--- config.mk ---
export PLATFORM = sky130hd
export DESIGN_NAME = chs_sqrt_cell
export DESIGN_NICKNAME = d
export VERILOG_FILES = /design/src/hw/rtl/chs_pkg.sv /design/src/hw/rtl/chs_sqrt_cell.sv
export SDC_FILE = /design/constraint.sdc
export NUM_CORES = 1
export LEC_CHECK = 0
export BUFFER_PORTS_ARGS = -buffer_cell sky130_fd_sc_hd__buf_4
export CAP_MARGIN = 20
export CORE_MARGIN = 8
export CORE_UTILIZATION = 45
export DETAILED_ROUTE_END_ITERATION = 8
export GPL_TIMING_DRIVEN = 0
export PLACE_DENSITY = 0.77
export SYNTH_ARGS = -nofsm -noshare
export SYNTH_HDL_FRONTEND = slang
export SYNTH_SLANG_ARGS = --single-unit
export TNS_END_PERCENT = 100
--- constraint.sdc ---
create_clock -name clk -period 3.2 [get_ports clk]
set_input_delay 0.16 -clock clk [delete_from_list [all_inputs] [get_ports clk]]
set_output_delay 0.16 -clock clk [all_outputs]
set_load 0.02 [all_outputs]
--- src/hw/rtl/chs_pkg.sv ---
// Shared types, constants and helpers for the cosine hemisphere sampler.
// No dependencies; used by every module in hw/rtl.
package chs_pkg;

  localparam int unsigned SQRT_STEPS = 31;
  localparam int unsigned ROT_STAGES = 16;
  localparam logic [29:0] GAIN_Q30 = 30'h26DD3B6A;
  localparam logic [31:0] INV_PI_Q32 = 32'h517CC1B7;
  localparam logic [15:0] PDF_FLOOR_RESET = 16'd1;

  localparam logic [31:0] ATAN_TURNS [32] = '{
    32'h20000000, 32'h12E4051E, 32'h09FB385B, 32'h051111D4, 32'h028B0D43, 32'h0145D7E1,
    32'h00A2F61E, 32'h00517C55, 32'h0028BE53, 32'h00145F2F, 32'h000A2F98, 32'h000517CC,
    32'h00028BE6, 32'h000145F3, 32'h0000A2FA, 32'h0000517D, 32'h000028BE, 32'h0000145F,
    32'h00000A30, 32'h00000518, 32'h0000028C, 32'h00000146, 32'h000000A3, 32'h00000051,
    32'h00000029, 32'h00000014, 32'h0000000A, 32'h00000005, 32'h00000003, 32'h00000001,
    32'h00000001, 32'h00000000
  };

  // one word in flight through a square-root cell
  typedef struct packed {
    logic        valid;
    logic [61:0] rad;
    logic [34:0] rem;
    logic [30:0] root;
    logic [31:0] side;
  } sq_t;

  // one word in flight through a rotation cell
  typedef struct packed {
    logic               valid;
    logic signed [33:0] x;
    logic signed [33:0] y;
    logic signed [33:0] z;
    logic [1:0]         quad;
  } cr_t;

  // Q0.30 signed to Q1.15, magnitude rounded half away from zero, saturated
  function automatic logic [15:0] to_q15(input logic signed [33:0] v);
    logic [33:0] mag;
    logic [33:0] rnd;
    logic [15:0] res;
    mag = v[33] ? 34'(-v) : 34'(v);
    rnd = (mag + 34'd16384) >> 15;
    if (v[33]) begin
      res = (rnd >= 34'd32768) ? 16'h8000 : 16'(-rnd);
    end else begin
      res = (rnd > 34'd32767) ? 16'h7FFF : rnd[15:0];
    end
    return res;
  endfunction

endpackage

--- src/hw/rtl/chs_sqrt_cell.sv ---
// One digit cell of the pipelined integer square root: two radicand bits per cell.
// Depends on chs_pkg.
module chs_sqrt_cell (
  input  logic          clk,
  input  logic          rst,
  input  logic          en,
  input  chs_pkg::sq_t  din,
  output chs_pkg::sq_t  dout
);

  logic [34:0] rem_sh;
  logic [34:0] trial;
  chs_pkg::sq_t nxt;

  always_comb begin
    rem_sh = {din.rem[32:0], din.rad[61:60]};
    trial  = {2'b00, din.root, 2'b01};
    nxt       = din;
    nxt.rad   = {din.rad[59:0], 2'b00};
    if (rem_sh >= trial) begin
      nxt.rem  = rem_sh - trial;
      nxt.root = {din.root[29:0], 1'b1};
    end else begin
      nxt.rem  = rem_sh;
      nxt.root = {din.root[29:0], 1'b0};
    end
  end

  always_ff @(posedge clk) begin
    if (rst) begin
      dout.valid <= 1'b0;
    end else if (en) begin
      dout.valid <= din.valid;
    end
    if (en) begin
      dout.rad  <= nxt.rad;
      dout.rem  <= nxt.rem;
      dout.root <= nxt.root;
      dout.side <= nxt.side;
    end
  end

endmodule

==> results by group, run 1 <==
Place
  – IO buf count: 320
  – Gpl congestion: approximately 0.89
  – DP HPWL: between 15000 and 20000 um

Layout
  – Fillers: just over 1000
  – Layout cells sized above 1: a little under two fifths
  – Largest register FFs: 159
  – Nets: about 1200
  – Area growth, synth to finish: 62.0%
  – Most flops, register: dout
  – Largest regs: dout x159

Hold path
  – Hold Crit Class: input port to flip-flop
  – Hold Startpoint: din[75]

Synth
  – Fraction of registers with async set or reset after synthesis: 0%
  – Post-Syn Area: roughly 7300 um^2
  – Commonest cells post-synth: 158 x edfxtp_1, 50 x a21oi_1, 46 x inv_1, 42 x nor2_1, 33 x ha_1
  – Post-synth EDFFs: approximately 160
  – Area leader, netlist: edfxtp_1
  – Count leader, synth: edfxtp_1
  – Synth Register Bits: 159
  – Top_reg_cell synth: edfxtp_1
  – Post-Syn Area per Cell: ~13 um^2
  – Ranking of synthesized cells by area: edfxtp_1 65%, ha_1 5.6%, a21oi_1 3.4%
  – Synth cell types: 71
  – Register area share after synthesis: 65.0%
  – Syn. warnings: 0
  – Synth top area share: between 60 and 70%
  – Post-Syn Instances: ~560

Pwr
  – Sw Ratio: around 30%
  – PwrDens: between 500 and 600 nW/um^2
  – Clock power share: 33.4%
  – Internal power: 4440 uW
  – Leakage power: 0.00520 uW
  – Max IR drop VDD: 0.453 mV
  – Seq pwr share: approximately two fifths
  – Comb pwr share: between 20% and 30%
  – P_sw: between 1500 and 2000 uW

Critical path
  – Crit path from: din[42]
  – WS Path Type: input port to flip-flop
  – Crit path largest cell delay: between 0.5 and 0.6 ns
  – Worst Path Buf+Inv: 3
  – Worst R2R Start: dout[160]
  – Worst Setup Start Kind: input port
  – Crit path required time: roughly 3.4 ns
  – Crit-path max FO: 6
  – Nature of the critical path endpoint: flip-flop
  – Critical path's most frequent cell: a21oi_1
  – Cell family with most CP delay: compound AO/OA/AOI/OAI gates
  – Critical path, cell by cell: dlygate4sd3_1 -> buf_4 -> inv_1 -> ha_1 -> and3_1 -> a22oi_2 -> or3b_1 -> o21ai_1 -> a21oi_1 -> a21oi_1 -> o31ai_1 -> mux2_2
  – Arr. time, crit path: 3.17 ns
  – Slowest CP cell: dlygate4sd3_1

CTS
  – CTS tree: yes
  – Num CTS Buffers: 17
  – Clock Pin Slew Worst Setup and Hold Paths: approximately 0.070 ns
  – Clk sinks: between 150 and 200
  – Clk root buf: clkbuf_16
  – Total number of H-tree levels: 4
  – Clock Path Buffers: 2
  – Clock Latency Late Sink: around 0.42 ns

Drt
  – Routed WL per cell: between 20 and 25 um
  – DR iter-0 viols: around 530
  – Initial DRT Pass Iterations: 5
  – DR vias/cell: roughly 5.4
  – # DRC: 0
  – Final WL: ~30000 um
  – Routed Antenna Nets: 0
  – Via count: just under 7000

STA
  – Hold Slack: between 0.02 and 0.025 ns
  – Tcrit/Tclk final: a little over nine tenths
  – Rel. slew slack: between 40% and 50%
  – Max-slew violation count: 0
  – Setup TNS: 0 ns
  – Setup violations, final: 0
  – Setup Skew: 0 ns
  – RSZ-0062 raised after global routing: no
  – Period minus WS final: 3.00 ns
  – Final hold viol count: 0
  – Max Clk Rate: between 0.3 and 0.4 GHz
  – Worst Tran Pin Value: between 0.7 and 0.8 ns

Floorplan
  – Core Rows: 46
  – Boundary Pins: about 330
  – Die Area: approximately 21000 um^2
  – Die H: around 140 um
  – Initial Util: between 40% and 50%
  – DIE WIDTH: roughly 140 um
  – Core area: ~16000 um^2

Outcome
  – Status: finished, final reports clean

Global route
  – Initial antenna violation count: 2
  – Congestion Overflow GR: 0
  – Largest net degree at the start of global routing: just over 80
  – Vias in the first global route: roughly 6900
  – Global-route wire length before repair: between 40000 and 50000 um
  – GRT Total Usage: just under 30%

Job
  – Max Cap Viol: 0
## power by group through the flow
stage / registers, uW / clock network, uW / logic (uW)
2_1_floorplan: 2920 / 0 / 462
3_3_place_gp: 2640 / 0 / 1400
3_5_place_dp: 2640 / 0 / 1420
4_1_cts: 2600 / 2100 / 1560
5_1_grt: 2650 / 2220 / 1700
6_report: 2630 / 2120 / 1600
## placed cells by master, fill, tap and decap left out, types with 3 or more instances in the layout
cell type	Yosys	final
nor3_1	4	4
xnor2_1	14	14
inv_1	46	46
nor2_1	42	42
o211ai_1	3	3
nand2_1	25	25
nand3_1	7	7
and4_1	3	3
o21ai_0	28	27
mux2i_1	3	3
ha_1	33	32
edfxtp_1	158	158
clkinvlp_4	0	3
clkbuf_16	0	17
a211oi_1	10	10
o21bai_1	6	6
nand4_1	6	6
a21o_1	16	16
xor2_1	10	10
buf_2	4	3
a21oi_1	50	50
a21oi_2	3	3
inv_6	0	6
o31ai_1	5	5
dlygate4sd3_1	0	124
o21a_1	6	6
buf_6	2	3
o21ai_1	2	3
buf_4	4	323
and3_1	8	8
a31oi_1	4	4
## worst register-to-register path, cell delays in order (launching register included)
cell and delay, ns:
dfxtp_1 0.34, mux2i_1 0.22, nor2_1 0.07
## per-layer routing
layer  up-vias  GRT usage, %  routed length (um)
li1       3003             -                   -
met1      3246          33.6               11300
met2       457          49.7               15000
met3        77          8.36                3020
met4         0          15.6                1520
met5         -             0                   0
## cell families (layout without fill, tap and decap cells)
family | Yosys count | in the layout | share of synthesized area (%)
flip-flops | 159 | 159 | 65.0
AND/OR/NAND/NOR | 118 | 118 | 8.26
other | 1 | 4 | 0.0511
buffers and inverters | 64 | 535 | 3.89
adder cells (fa/ha/maj) | 33 | 33 | 5.63
XOR/XNOR | 24 | 24 | 2.87
multiplexers | 4 | 4 | 0.563
AO/OA/AOI/OAI | 153 | 153 | 13.8
## stage by stage
| step | setup slack, ns | instances | utilization, % | area [um^2] | total power, uW |
|---|---|---|---|---|---|
| floorplan | 0.822 | 557 | - | 7340 | 3380 |
| global placement | 0.298 | 1093 | 63.0 | 10000 | 4030 |
| detailed placement | 0.262 | 1094 | 63.2 | 10000 | 4060 |
| CTS | 0.145 | 1249 | 74.8 | 11900 | 6270 |
| global route | 0.0289 | 1246 | 74.8 | 11900 | 6560 |
| finish | 0.201 | 1246 | 74.8 | 11900 | 6360 |
## cell type report
cell class / instances / area (um^2) / share of cell area, %
Buffer: 12 / 92.6 / 0.779
Timing Repair Buffer: 445 / 3670 / 30.9
Inverter: 47 / 176 / 1.49
Sequential cell: 159 / 4760 / 40.1
Multi-Input combinational cell: 334 / 2300 / 19.3
Tap cell: 216 / 270 / 2.28
Clock inverter: 14 / 174 / 1.46
Clock buffer: 17 / 425 / 3.58
Antenna cell: 2 / 5.00 / 0.0421
## worst paths after layout
path                                  end  slack (ns)  cells after the start
worst min-delay path             dout[77]        0.02                      3
worst max register to register  dout[160]        2.46                      2
worst max-delay path             dout[97]        0.20                     12
worst min register to register  dout[160]        0.64                      2
## what timing repair did
item	in CTS	in global routing
resized for setup	0	5
endpoints found under the setup margin	0	27
hold buffers	124	0
endpoints found under the hold margin	124	0
setup buffers	0	0
(Power assumes the default switching activity.)
==> run 2, diff against run 1 <==
ABC_AREA = 1   (was unset)
PLACE_DENSITY = 0.75   (was 0.77)
RECOVER_POWER = 25   (was unset)
==> results by group, run 2 <==
Outcome
  – Status: finished, violations left
  – Failing checks: max-capacitance violations, max-slew violations

Synth
  – Post-synth EDFFs: 158
  – Post-Syn Area per Cell: slightly above 9 um^2
  – Ranking of synthesized cells by area: edfxtp_1 58%, nand2_1 16%, inv_1 7.3%
  – Synth cell types: 29
  – Commonest cells post-synth: 358 x nand2_1, 159 x inv_1, 158 x edfxtp_1, 53 x nor2_1
  – Top_reg_cell synth: edfxtp_1
  – Count leader, synth: nand2_1
  – Register area share after synthesis: about three fifths
  – Synth Register Bits: around 160
  – Post-Syn Instances: around 890
  – Post-Syn Area: between 8000 and 9000 um^2
  – Fraction of registers with async set or reset after synthesis: 0%
  – Area leader, netlist: edfxtp_1
  – Syn. warnings: 0
  – Synth top area share: between 50% and 60%

Global route
  – Largest net degree at the start of global routing: 96
  – Vias in the first global route: approximately 7800
  – Congestion Overflow GR: 0
  – Global Route met2 Usage: 49.5%
  – GR peak layer: met2
  – GR Layer Usage met3: 7.03%
  – GRT Total Usage: around 28%
  – Global-route wire length before repair: between 40000 and 50000 um
  – Initial antenna violation count: 1
  – GRT met1 Usage: roughly 30%

Pwr
  – Seq pwr share: a little over two fifths
  – Leakage power: roughly 0.0064 uW
  – Clock power share: between 30% and 40%
  – Internal power: around 4300 uW
  – P_sw: between 1500 and 2000 uW
  – Comb pwr share: 25.4%
  – Tot Pwr: 6260 uW
  – Sw Ratio: approximately a third
  – PwrDens: about 490 nW/um^2
  – Max IR drop VDD: 0.391 mV

CTS
  – Post-CTS Setup Bufs: 0
  – Clk sinks: approximately 160
  – # resized after CTS: 0
  – Clock Latency Late Sink: approximately 0.43 ns
  – CTS Hold Bufs: 140
  – Total number of H-tree levels: 4
  – CTS tree: yes
  – Num CTS Buffers: 17
  – Clock Pin Slew Worst Setup and Hold Paths: ~0.07 ns
  – Clock Path Buffers: 2
  – Clk root buf: clkbuf_16

STA
  – Setup Skew: 0 ns
  – Period minus WS final: 2.49 ns
  – Final hold viol count: 0
  – RSZ-0062 raised after global routing: no
  – Worst Tran Pin Value: 1.72 ns
  – Hold Slack: approximately 0.007 ns
  – Max Clk Rate: roughly 0.4 GHz
  – Setup TNS: 0 ns
  – Max-slew violation count: 65
  – Rel. slew slack: -14.5%
  – Tcrit/Tclk final: roughly 80%
  – Setup violations, final: 0

Critical path
  – WS Path Type: input port to flip-flop
  – Arr. time, crit path: about 2.7 ns
  – Reg-to-reg slack, setup: 1.99 ns
  – Crit-path max FO: 10
  – Nature of the critical path endpoint: flip-flop
  – Crit path largest cell delay: ~0.52 ns
  – Slowest CP cell: dlygate4sd3_1
  – Critical path, cell by cell: dlygate4sd3_1 -> clkbuf_4 -> inv_1 -> ha_1 -> nand2_1 -> inv_1 -> a21oi_2 -> a21oi_1 -> nor2_1 -> nand3_2 -> nor2_4 -> buf_6 -> a21oi_2
  – Crit Reg-Reg Endpoint: dout[160]
  – Worst reg2reg path depth: 3
  – Worst R2R Start: dout[160]
  – Crit path required time: approximately 3.4 ns
  – Worst Setup Start Kind: input port

Floorplan
  – Boundary Pins: between 300 and 400
  – Die Area: around 23000 um^2
  – Core area: between 15000 and 20000 um^2
  – Die H: about 150 um
  – Core Rows: 49
  – Initial Util: between 40 and 50%
  – DIE WIDTH: about 150 um

Hold path
  – Worst Hold Endpoint: dout[74]
  – Hold Startpoint: din[72]
  – Min-Delay Path Depth: 3
  – Hold Crit Class: input port to flip-flop

Layout
  – Largest register FFs: about 160
  – Commonest cells after routing, fill and taps aside: 358 x nand2_1, 266 x buf_4, 159 x inv_1
  – Area growth, synth to finish: 57.7%
  – Layout cells sized above 1: 27.7%
  – Nets: 1566
  – Post-route insts no fill: between 1500 and 2000
  – Most flops, register: dout
  – Most common cell after layout, fill and taps aside: nand2_1
  – Largest regs: dout x159
  – Fillers: between 1000 and 1500

Drt
  – DR vias/cell: between 4 and 5
  – # DRC: 0
  – Final WL: about 32000 um
  – Initial DRT Pass Iterations: 5
  – Via count: a little under 8000
  – Routed WL per cell: between 15 and 20 um
  – DR iter-0 viols: 520
  – Routed Antenna Nets: 0

Place
  – DP HPWL: 22000 um
  – Gpl congestion: 0.913
  – # placed instances: 1439
  – IO buf count: between 300 and 400

Job
  – Max Cap Viol: 1
-- run 2: cell types whose count changed after synthesis, moves of 7 or more --
cell and change:
and3_1 -7, nand3_1 +26, o21ai_0 -25, a211oi_1 -10
nor2_1 +11, nand2_1 +333, a21oi_1 -24, a21o_1 -16
inv_1 +113, xnor2_1 -12
-- run 2: cell families after synthesis --
| kind of cell | count (synthesis) | synth area share, % |
|---|---|---|
| xor+xnor | 17 | 1.82 |
| compound gates | 36 | 2.47 |
| mux | 1 | 0.123 |
| fa+ha+maj | 33 | 5.06 |
| simple gates | 474 | 23.8 |
| buf+inv | 167 | 8.32 |
| other cells | 1 | 0.0459 |
| flops | 159 | 58.4 |
-- run 2: layer usage --
layer	up-vias	share of wire, %	wire length, um
met5	-	0.028	9
met4	2	4.6	1480
met3	70	7.6	2420
met2	316	51	16100
met1	3529	37	11800
li1	3786	-	-
-- run 2: power groups by stage --
stage / Combinational [uW] / Clock [uW] / Sequential, uW
2_1_floorplan: 481 / 0 / 2890
3_3_place_gp: 1400 / 0 / 2620
3_5_place_dp: 1430 / 0 / 2630
4_1_cts: 1580 / 2040 / 2580
5_1_grt: 1710 / 2150 / 2620
6_report: 1590 / 2070 / 2600
-- run 2: worst max path at each step --
stage	start	endpoint	cells after the start
after detailed placement	din[55]	dout[96]	12
after global routing	din[47]	dout[96]	17
after floorplan	din[45]	dout[85]	11
after global placement	din[55]	dout[97]	12
final	din[55]	dout[97]	13
after CTS	din[55]	dout[96]	13
-- run 2: critical path: cells and delay by family --
kind	cells	cell delay [ns]
AO/OA/AOI/OAI	3	0.38
adder cells (fa/ha/maj)	1	0.37
AND/OR/NAND/NOR	4	0.74
buffers and inverters	5	1.02
-- run 2: final cells by class --
type	count	area (um^2)	share of cell area [%]
diodes	2	5.00	0.0389
plain buffers	8	82.6	0.642
clock buffers	17	425	3.30
clock inverters	15	161	1.25
inverters	159	597	4.64
multi-input cells	563	2720	21.1
flip-flops and latches	159	4760	37.0
well taps	229	287	2.23
repair buffers	461	3830	29.7
-- run 2: per-stage QoR --
step                      setup WS, ns  instance area (um^2)  utilization (%)
after global placement           0.866                 10900             60.6
final                            0.707                 12900             71.9
after detailed placement         0.861                 10900             60.8
after floorplan                   1.41                  8170                -
after global routing             0.548                 12900             71.9
after CTS                        0.768                 12900             71.9
