--- config.mk ---
export PLATFORM = sky130hd
export DESIGN_NAME = chs_cordic_cell
export DESIGN_NICKNAME = d
export VERILOG_FILES = /design/src/hw/rtl/chs_pkg.sv /design/src/hw/rtl/chs_cordic_cell.sv
export SDC_FILE = /design/constraint.sdc
export NUM_CORES = 1
export LEC_CHECK = 0
export BUFFER_PORTS_ARGS = -buffer_cell sky130_fd_sc_hd__buf_2
export CAP_MARGIN = 20
export CORE_MARGIN = 4
export CORE_UTILIZATION = 25
export DETAILED_ROUTE_END_ITERATION = 8
export GPL_TIMING_DRIVEN = 1
export PLACE_DENSITY_LB_ADDON = 0.2
export SLEW_MARGIN = 20
export SYNTH_ARGS = -nofsm -noshare
export SYNTH_HDL_FRONTEND = slang
export SYNTH_SLANG_ARGS = --single-unit
--- constraint.sdc ---
create_clock -name clk -period 23 [get_ports clk]
set_clock_uncertainty 0.2 [all_clocks]
set_input_delay 4.6 -clock clk [delete_from_list [all_inputs] [get_ports clk]]
set_output_delay 4.6 -clock clk [all_outputs]
set_load 0.01 [all_outputs]
--- src/hw/rtl/chs_pkg.sv ---
// Shared types, constants and helpers for the cosine hemisphere sampler.
// No dependencies; used by every module in hw/rtl.
package chs_pkg;

  localparam int unsigned SQRT_STEPS = 31;
  localparam int unsigned ROT_STAGES = 16;
  localparam logic [29:0] GAIN_Q30 = 30'h26DD3B6A;
  localparam logic [31:0] INV_PI_Q32 = 32'h517CC1B7;
  localparam logic [15:0] PDF_FLOOR_RESET = 16'd1;

  localparam logic [31:0] ATAN_TURNS [32] = '{
    32'h20000000, 32'h12E4051E, 32'h09FB385B, 32'h051111D4, 32'h028B0D43, 32'h0145D7E1,
    32'h00A2F61E, 32'h00517C55, 32'h0028BE53, 32'h00145F2F, 32'h000A2F98, 32'h000517CC,
    32'h00028BE6, 32'h000145F3, 32'h0000A2FA, 32'h0000517D, 32'h000028BE, 32'h0000145F,
    32'h00000A30, 32'h00000518, 32'h0000028C, 32'h00000146, 32'h000000A3, 32'h00000051,
    32'h00000029, 32'h00000014, 32'h0000000A, 32'h00000005, 32'h00000003, 32'h00000001,
    32'h00000001, 32'h00000000
  };

  // one word in flight through a square-root cell
  typedef struct packed {
    logic        valid;
    logic [61:0] rad;
    logic [34:0] rem;
    logic [30:0] root;
    logic [31:0] side;
  } sq_t;

  // one word in flight through a rotation cell
  typedef struct packed {
    logic               valid;
    logic signed [33:0] x;
    logic signed [33:0] y;
    logic signed [33:0] z;
    logic [1:0]         quad;
  } cr_t;

  // Q0.30 signed to Q1.15, magnitude rounded half away from zero, saturated
  function automatic logic [15:0] to_q15(input logic signed [33:0] v);
    logic [33:0] mag;
    logic [33:0] rnd;
    logic [15:0] res;
    mag = v[33] ? 34'(-v) : 34'(v);
    rnd = (mag + 34'd16384) >> 15;
    if (v[33]) begin
      res = (rnd >= 34'd32768) ? 16'h8000 : 16'(-rnd);
    end else begin
      res = (rnd > 34'd32767) ? 16'h7FFF : rnd[15:0];
    end
    return res;
  endfunction

endpackage

--- src/hw/rtl/chs_cordic_cell.sv ---
// One rotation-mode CORDIC micro-rotation; step selects shift and arctangent.
// Depends on chs_pkg.
module chs_cordic_cell (
  input  logic          clk,
  input  logic          rst,
  input  logic          en,
  input  logic [4:0]    step,
  input  chs_pkg::cr_t  din,
  output chs_pkg::cr_t  dout
);

  logic signed [33:0] xs;
  logic signed [33:0] ys;
  logic signed [33:0] ang;
  chs_pkg::cr_t nxt;

  always_comb begin
    xs  = din.x >>> step;
    ys  = din.y >>> step;
    ang = $signed({2'b00, chs_pkg::ATAN_TURNS[step]});
    nxt = din;
    if (!din.z[33]) begin
      nxt.x = din.x - ys;
      nxt.y = din.y + xs;
      nxt.z = din.z - ang;
    end else begin
      nxt.x = din.x + ys;
      nxt.y = din.y - xs;
      nxt.z = din.z + ang;
    end
  end

  always_ff @(posedge clk) begin
    if (rst) begin
      dout.valid <= 1'b0;
    end else if (en) begin
      dout.valid <= din.valid;
    end
    if (en) begin
      dout.x    <= nxt.x;
      dout.y    <= nxt.y;
      dout.z    <= nxt.z;
      dout.quad <= nxt.quad;
    end
  end

endmodule

==> flow_summary.toml, run 1 <==
[placement]
globalplace.congestion = 0.948
port_buffers = 217
dp_hpwl_um = 49800
place_area_um2 = 17600

[synthesis]
synth-edff-count = 104
synthTopCellsByArea = "edfxtp_1 (20%), mux4_2 (12%), ha_1 (8.7%)"
synthCells = 1743
synth_top_area_share_pct = 19.7
mappedNetlistArea_um2 = 15900
ys_warn_count = 0
yosysTopAreaCell = "edfxtp_1"
avgSynthCellArea_um2 = 9.10
ys_ff_latch = 105
synth_cell_types = 98
yosysSeqAreaShare_pct = 19.8
ys.flop_type = "edfxtp_1"
synth_nets = 1969
ys_async_sr_fraction_pct = 0

[global_route]
grt_pass1_vias = 15016
grt_max_degree = 76
grt_use_met1_pct = 23.9
grt_use_met3_pct = 3.74
grt_use_met2_pct = 30.3
grt-ovfl-total = 0
busiest_layer = "met2"
grt_usage_pct = 18.3
grt_antenna_before_repair = 10
grt_pass1_wl_um = 95000

[setup_path]
cp-end-kind = "flop"
critPathLaunchType = "input pin"
crit_arrival_ps = 11830
cp_slowest_cell = "buf_4"
critical_path_class = "in -> reg"
cp_top_family = "compound AO/OA/AOI/OAI gates"
reg2reg_to = "dout[104]"
cp_max_fo = 60
slowest_delay_ps = 700
r2r_setup_slack_ps = 22200
worst-path-buf-inv = 3
crit_chain = "buf_4, buf_4, inv_2, a311oi_1, o21ai_0, o21a_1, nor4_1, nor2b_1, nand2_1, nor4_1, a21oi_1, xor2_1, ha_1, nor3_1, nor2_1, a221o_1, o2bb2ai_1, o31ai_1, a21boi_0, o41ai_1, o21ai_0, o41ai_1, xnor2_1"
r2r_cells = 2
rr_startpoint = "dout[104]"
crit_start = "step[2]"
required_ps = 22950

[hold_path]
hold_path_depth = 2
min_path_type = "reg -> reg"
hold_end = "dout[104]"
hp-start = "dout[104]"

[cts]
h-tree-depth = 3
cts_buffers = 9
path_clk_slew_ps = 80
clock_sinks = 105
root_buffer = "clkbuf_16"
cts_buffer_depth = 2
clk_latency_ps = 400
post_cts_resized = 0
postCtsHoldBufs = 0
cts_tree = "built"
post-cts-setup-buffers = 0

[finish]
largest_registers = "dout: 105 flops"
largest_reg_flops = 105
top_register = "dout"
layout-drive-gt1-share_pct = 22.0
fill_cells = 6702
areaGrowthSynthToFinish_pct = 13.0
nNetsFinal = 2116
post-route-cell-area_um2 = 17900

[floorplanning]
dieWidth_um = 260
rows = 92
io_pins = 218
fp.dieH_um = 260
dieArea_um2 = 67500
start_util_pct = 25.2
core_area_um2 = 63000

[pwr]
finalPower_w = 0.00108
p_leak_nw = 7.16
power.density_nw_per_um2 = 60.3
ir_drop_v = 0.0000416

[sta]
slew_headroom_pct = 30.3
grt_setup_unrepaired = "false"
min_period_ps = 11880
fin_setup_tns_ps = 0
hold_violations = 0
worst_slew_pin_slew_ps = 1040
fin_crit_sh_pct = 51.7
slew_viol_final = 0
timing.fmax_mhz = 84.2
setup_viol = 0

[routing]
num_vias = 15123
drc = 0
routed_wl_um = 63900
wl_per_cell_um = 23.3
viasPerCell = 5.51
drt_first_pass_iters = 6
drtIter0Drc = 1351
postRouteAntennaNets = 0

[job]
maxCapViolCount = 0

[run_status]
status = "finished, final reports clean"
[metal layers]
layer,vias to the layer above,part of all wire [%]
met3,98,7.4
li1,6987,-
met1,7399,42
met4,8,2.6
met2,631,47
met5,-,0.078
[where the power goes]
group	internal, W	switching, W	total [W]
Clock	0.0000745	0.0000876	0.000162
Sequential	0.000284	0.0000126	0.000297
Combinational	0.000255	0.000367	0.000622
[worst register-to-register path, stage by stage, from the launching register on]
cell	delay, ps
dfxtp_1	310
mux2i_1	120
nor2_1	60
[cells in the mapped netlist, types with 10 or more instances]
cell,number
a211oi_1,21
and3_1,18
ha_1,110
buf_2,22
nand2b_1,31
edfxtp_1,104
mux2_2,32
o211ai_1,13
inv_1,43
nor2_1,152
mux4_2,87
clkbuf_1,50
a22oi_1,11
a21o_1,58
buf_1,12
xnor2_1,116
xor2_1,59
and2_1,15
o21bai_1,11
nand3_1,26
buf_4,10
nor2b_1,31
o22ai_1,16
a21oi_1,149
a31oi_1,25
o21a_1,27
nor3_1,29
o21ai_0,78
a21boi_0,11
mux2i_1,52
nand2_1,125
[through the flow]
step	hold slack (ps)	setup WS, ps	util, %	cells
global route	340	10470	28.4	2742
detailed placement	286	10850	28.0	2725
CTS	305	11260	28.4	2741
finish	314	11120	28.5	2747
floorplan	328	12390	-	1743
global placement	271	10930	28.0	2725
[cells in the final DEF (no fill, tap or decap), drive strengths merged, types with 12 or more instances in the layout]
cell type    n
edfxtp     104
a21oi      149
o22ai       16
o21bai      12
a31oi       25
mux2i       52
a21o        58
a211oi      25
o21ai       80
nor2       152
and2        15
nand2b      31
nand2      125
buf        238
xor2        59
mux2        41
ha         110
and3        18
nor2b       31
o21a        28
nand3       27
mux4        91
inv         48
nor3        32
xnor2      116
o211ai      13
[how the worst max path moves through the flow]
stage                to  slack [ps]  depth (start not counted)
3_3_place_gp   dout[68]       10930                         23
5_1_grt        dout[68]       10470                         23
2_1_floorplan  dout[34]       12390                         25
4_1_cts        dout[98]       11260                         21
3_5_place_dp   dout[34]       10850                         23
6_report       dout[68]       11120                         23
[logic make-up after synthesis]
family                   after synthesis  synth area share [%]
buffers and inverters                148                  4.54
AND/OR/NAND/NOR                      486                  15.0
XOR/XNOR                             175                  9.67
flip-flops                           105                  19.8
adder cells (fa/ha/maj)              113                  9.06
AO/OA/AOI/OAI                        532                  22.6
multiplexers                         184                  19.3
[final cells by class]
type / count / area (um2) / share of cell area [%]
repair buffers: 238 / 1260 / 7.02
flip-flops and latches: 105 / 3140 / 17.5
diodes: 6 / 15.0 / 0.0838
clock inverters: 7 / 51.3 / 0.286
multi-input cells: 1490 / 12000 / 67.0
well taps: 846 / 1060 / 5.91
clock buffers: 9 / 225 / 1.26
inverters: 46 / 173 / 0.963
No activity file was read; power rests on OpenSTA's default activity.
==> run 2: changes to the inputs <==
--- a/config.mk
+++ b/config.mk
@@ -5,6 +5,7 @@
 export SDC_FILE = /design/constraint.sdc
 export NUM_CORES = 1
 export LEC_CHECK = 0
+export ABC_AREA = 1
 export BUFFER_PORTS_ARGS = -buffer_cell sky130_fd_sc_hd__buf_2
 export CAP_MARGIN = 20
 export CORE_MARGIN = 4
==> constraint.sdc (replaced) <==
create_clock -name clk -period 10.9 [get_ports clk]
set_clock_uncertainty 0.2 [all_clocks]
set_input_delay 2.18 -clock clk [delete_from_list [all_inputs] [get_ports clk]]
set_output_delay 2.18 -clock clk [all_outputs]
set_load 0.01 [all_outputs]
==> flow_summary.toml, run 2 <==
[hold_path]
hold_path_depth = 2
hp-start = "dout[104]"
min_path_type = "reg -> reg"
hold_end = "dout[104]"

[setup_path]
r2r_cells = 2
crit_arrival_ps = 7580
cp_slowest_cell = "inv_2"
cpMostUsedCell = "nand2_1"
rr_startpoint = "dout[104]"
critical_path_class = "in -> reg"
reg2reg_to = "dout[104]"
cp-end-kind = "flop"
required_ps = 10850
cp_max_fo = 44
r2r_setup_slack_ps = 10120
critPathLaunchType = "input pin"
slowest_delay_ps = 650

[cts]
h-tree-depth = 3
cts_buffers = 9
post_cts_resized = 0
post-cts-setup-buffers = 0
cts_buffer_depth = 2
root_buffer = "clkbuf_16"
cts_tree = "built"
postCtsHoldBufs = 0
clk_latency_ps = 400
path_clk_slew_ps = 80
clock_sinks = 105

[floorplanning]
start_util_pct = 25.3
core_area_um2 = 60400
fp.dieH_um = 255
io_pins = 218
rows = 90
dieArea_um2 = 65100
dieWidth_um = 255

[placement]
dp_hpwl_um = 50100
globalplace.congestion = 0.909
port_buffers = 217

[synthesis]
mappedNetlistArea_um2 = 15300
ys_ff_latch = 105
avgSynthCellArea_um2 = 6.26
synth-edff-count = 104
synth_nets = 2666
ys.flop_type = "edfxtp_1"
synthCells = 2440
yosysSeqAreaShare_pct = 20.6
ys_warn_count = 0
yosysTopAreaCell = "edfxtp_1"
yosysMostFrequentCell = "nand2_1"
synth_common_cells = "nand2_1 (769), nand3_1 (362), inv_1 (217)"
ys_async_sr_fraction_pct = 0
synth_top_area_share_pct = 20.5
synthTopCellsByArea = "edfxtp_1 (20%), nand2_1 (19%), nand3_1 (12%)"
synth_cell_types = 54

[global_route]
grt_pass1_wl_um = 91400
grt-ovfl-total = 0
grt_pass1_vias = 16051
grt_usage_pct = 18.1
grt_max_degree = 61
grt_antenna_before_repair = 5

[routing]
postRouteAntennaNets = 0
num_vias = 16662
routed_wl_um = 60600
viasPerCell = 4.92
drtIter0Drc = 1195
drc = 0
drt_first_pass_iters = 6
wl_per_cell_um = 17.9

[job]
maxCapViolCount = 0

[finish]
nNetsFinal = 2821
final_common_cell = "nand2_1"
final_cell_mix = "nand2_1 (769), nand3_1 (362), inv_1 (217)"
largest_reg_flops = 105
layout-drive-gt1-share_pct = 12.1
regArea_um2 = 3140
top_register = "dout"
multiInputGateArea_um2 = 10800
areaGrowthSynthToFinish_pct = 13.5
fill_cells = 6882
largest_registers = "dout: 105 flops"

[sta]
grt_setup_unrepaired = "false"
hold_violations = 0
slew_headroom_pct = 44.1
min_period_ps = 7630
setup_viol = 0
fin_crit_sh_pct = 70.0
timing.fmax_mhz = 131
fin_setup_tns_ps = 0
worst_slew_pin_slew_ps = 839
whs_ps = 298
slew_viol_final = 0

[pwr]
finalPower_w = 0.00224
p_leak_nw = 8.53
ir_drop_v = 0.0000866
power.density_nw_per_um2 = 130

[run_status]
status = "finished, final reports clean"
-- run 2: how the worst max path moves through the flow --
stage	from	to	slack (ps)	depth (start not counted)
floorplan	step[0]	dout[26]	4630	28
global placement	step[1]	dout[60]	2830	25
detailed placement	step[3]	dout[60]	2850	25
CTS	step[3]	dout[60]	3300	25
global route	step[3]	dout[60]	2700	25
finish	step[3]	dout[60]	3270	25
-- run 2: logic make-up (layout without fill, tap and decap cells) --
logic type | Yosys count | after routing | synth area share (%)
mux | 1 | 1 | 0.0655
flops | 105 | 105 | 20.6
other cells | 0 | 3 | 0
simple gates | 1412 | 1412 | 39.7
buf+inv | 316 | 476 | 8.51
compound gates | 321 | 321 | 11.9
xor+xnor | 172 | 172 | 9.86
fa+ha+maj | 113 | 113 | 9.41
-- run 2: area by class of cell --
class / count / area share (%)
Tap cell: 782 / 5.65
Multi-Input combinational cell: 2019 / 62.5
Inverter: 231 / 5.03
Sequential cell: 105 / 18.1
Clock inverter: 7 / 0.527
Timing Repair Buffer: 229 / 6.80
Clock buffer: 9 / 1.30
Antenna cell: 3 / 0.0433
-- run 2: power breakdown --
part / switching, W / internal, W / total [W]
Combinational: 0.000811 / 0.000432 / 0.00124
Clock: 0.000187 / 0.000183 / 0.000370
Sequential: 0.0000298 / 0.000603 / 0.000633
-- run 2: stage by stage --
step / util [%] / setup WS, ps / instances / cell area (um2)
global placement: 28.2 / 2830 / 3366 / 17000
finish: 28.7 / 3270 / 3385 / 17300
floorplan: - / 4630 / 2440 / 15300
detailed placement: 28.2 / 2850 / 3366 / 17000
CTS: 28.7 / 3300 / 3382 / 17300
global route: 28.7 / 2700 / 3385 / 17300
-- run 2: metal layers --
metal / share of wire [%] / vias to the layer above / GRT usage, %
li1: - / 8439 / -
met1: 49 / 7742 / 26.0
met2: 45 / 430 / 28.9
met3: 4.4 / 49 / 1.77
met4: 2.2 / 2 / 5.36
met5: 0.018 / - / 0
-- run 2: worst max-delay path, delay by kind of cell --
| family | cells | cell delay (ps) |
|---|---|---|
| AO/OA/AOI/OAI | 6 | 1840 |
| buffers and inverters | 8 | 1810 |
| AND/OR/NAND/NOR | 8 | 1010 |
| adder cells (fa/ha/maj) | 2 | 550 |
| XOR/XNOR | 1 | 160 |
==> run 3: changes to the inputs <==
==> constraint.sdc (replaced) <==
create_clock -name clk -period 7.6 [get_ports clk]
set_clock_uncertainty 0.2 [all_clocks]
set_input_delay 1.52 -clock clk [delete_from_list [all_inputs] [get_ports clk]]
set_output_delay 1.52 -clock clk [all_outputs]
set_load 0.01 [all_outputs]
==> flow_summary.toml, run 3 (synthesized netlist as in run 2, its figures left out) <==
[run_status]
status = "finished, final reports clean"

[global_route]
grt_max_degree = 75
grt_antenna_before_repair = 6
grt_pass1_wl_um = 93900
grt_usage_pct = 18.7
grt_pass1_vias = 16398
grt-ovfl-total = 0

[hold_path]
min_path_type = "reg -> reg"

[cts]
post-cts-setup-buffers = 0
path_clk_slew_ps = 70
cts_buffers = 9
root_buffer = "clkbuf_16"
postCtsHoldBufs = 0
h-tree-depth = 3
post_cts_resized = 0
clock_sinks = 105
clk_latency_ps = 400
cts_tree = "built"
cts_buffer_depth = 2

[setup_path]
cp_slowest_cell = "inv_2"
slowest_delay_ps = 450
cp_max_fo = 29
required_ps = 7570
cp-end-kind = "flop"
cpMostUsedCell = "nand2_1"
crit_arrival_ps = 6310
critPathLaunchType = "input pin"
critical_path_class = "in -> reg"

[finish]
top_register = "dout"
areaGrowthSynthToFinish_pct = 14.0
nNetsFinal = 2831
final_common_cell = "nand2_1"
final_cell_mix = "nand2_1 (769), nand3_1 (362), inv_1 (217)"
largest_reg_flops = 105
fill_cells = 6923
largest_registers = "dout: 105 flops"
final_util_pct = 28.8
layout-drive-gt1-share_pct = 12.4

[pwr]
seq_power_share_pct = 28.2
power.switching_w = 0.00146
intPower_w = 0.00175
p_leak_nw = 8.58
clkPwrFrac_pct = 16.0
switching_share_pct = 45.6
power.density_nw_per_um2 = 184
comb_power_share_pct = 55.8
ir_drop_v = 0.000127

[sta]
setup_viol = 0
hold_violations = 0
worst_slack_ps = 1250
slew_viol_final = 0
whs_ps = 306
fin_setup_tns_ps = 0
slew_headroom_pct = 40.4
min_period_ps = 6350
timing.fmax_mhz = 158
grt_setup_unrepaired = "false"
worst_slew_pin_slew_ps = 894
fin_crit_sh_pct = 83.5

[routing]
drc = 0
postRouteAntennaNets = 0
wl_per_cell_um = 18.3
routed_wl_um = 62200
num_vias = 16761
viasPerCell = 4.94
drtIter0Drc = 1357
drt_first_pass_iters = 7

[floorplanning]
dieWidth_um = 255
io_pins = 218
rows = 90
core_area_um2 = 60400
dieArea_um2 = 65100
fp.dieH_um = 255
start_util_pct = 25.3

[placement]
dp_slack_ps = 876
globalplace.congestion = 0.929
port_buffers = 217
dp_hpwl_um = 51600

[job]
maxCapViolCount = 0
run 3: critical path: cells and delay by family:
family                   cells  cell delay, ps
XOR/XNOR                     1             160
buffers and inverters        7            1480
AND/OR/NAND/NOR             18            1920
AO/OA/AOI/OAI                3             810
adder cells (fa/ha/maj)      1             390
run 3: power groups by stage:
| stage | combinational (W) | clock (W) | sequential [W] |
|---|---|---|---|
| floorplan | 0.00111 | 0 | 0.00100 |
| global placement | 0.00180 | 0 | 0.000921 |
| detailed placement | 0.00179 | 0 | 0.000922 |
| CTS | 0.00180 | 0.000547 | 0.000912 |
| global route | 0.00200 | 0.000559 | 0.000922 |
| finish | 0.00179 | 0.000513 | 0.000906 |
run 3: path summary, 6_finish.rpt:
| check | start | endpoint | slack, ps | depth (start not counted) |
|---|---|---|---|---|
| max | step[4] | dout[103] | 1250 | 30 |
| min | dout[104] | dout[104] | 310 | 2 |
| max reg2reg | dout[104] | dout[104] | 6820 | 2 |
| min reg2reg | dout[104] | dout[104] | 310 | 2 |
run 3: metal layers:
| metal | vias to the layer above | GRT usage, % | wire length [um] |
|---|---|---|---|
| met3 | 68 | 2.38 | 3000 |
| met5 | - | 0 | 46 |
| met4 | 6 | 5.39 | 1500 |
| li1 | 8449 | - | - |
| met2 | 426 | 29.7 | 27400 |
| met1 | 7812 | 26.6 | 30200 |
run 3: layout make-up:
type                            count  area, um2  area share, %
Antenna cell                        1       2.50         0.0144
Inverter                          231        871           5.00
Clock buffer                        9        225           1.29
Clock inverter                      7       76.3          0.439
Tap cell                          782        978           5.62
Multi-Input combinational cell   2019      10800           62.2
Timing Repair Buffer              239       1280           7.35
Sequential cell                   105       3140           18.1
run 3: through the flow:
step / power, W / instance area [um2] / instances
after detailed placement: 0.00271 / 17100 / 3376
after global placement: 0.00272 / 17100 / 3376
after CTS: 0.00326 / 17400 / 3392
final: 0.00321 / 17400 / 3393
after global routing: 0.00349 / 17400 / 3393
after floorplan: 0.00212 / 15300 / 2440
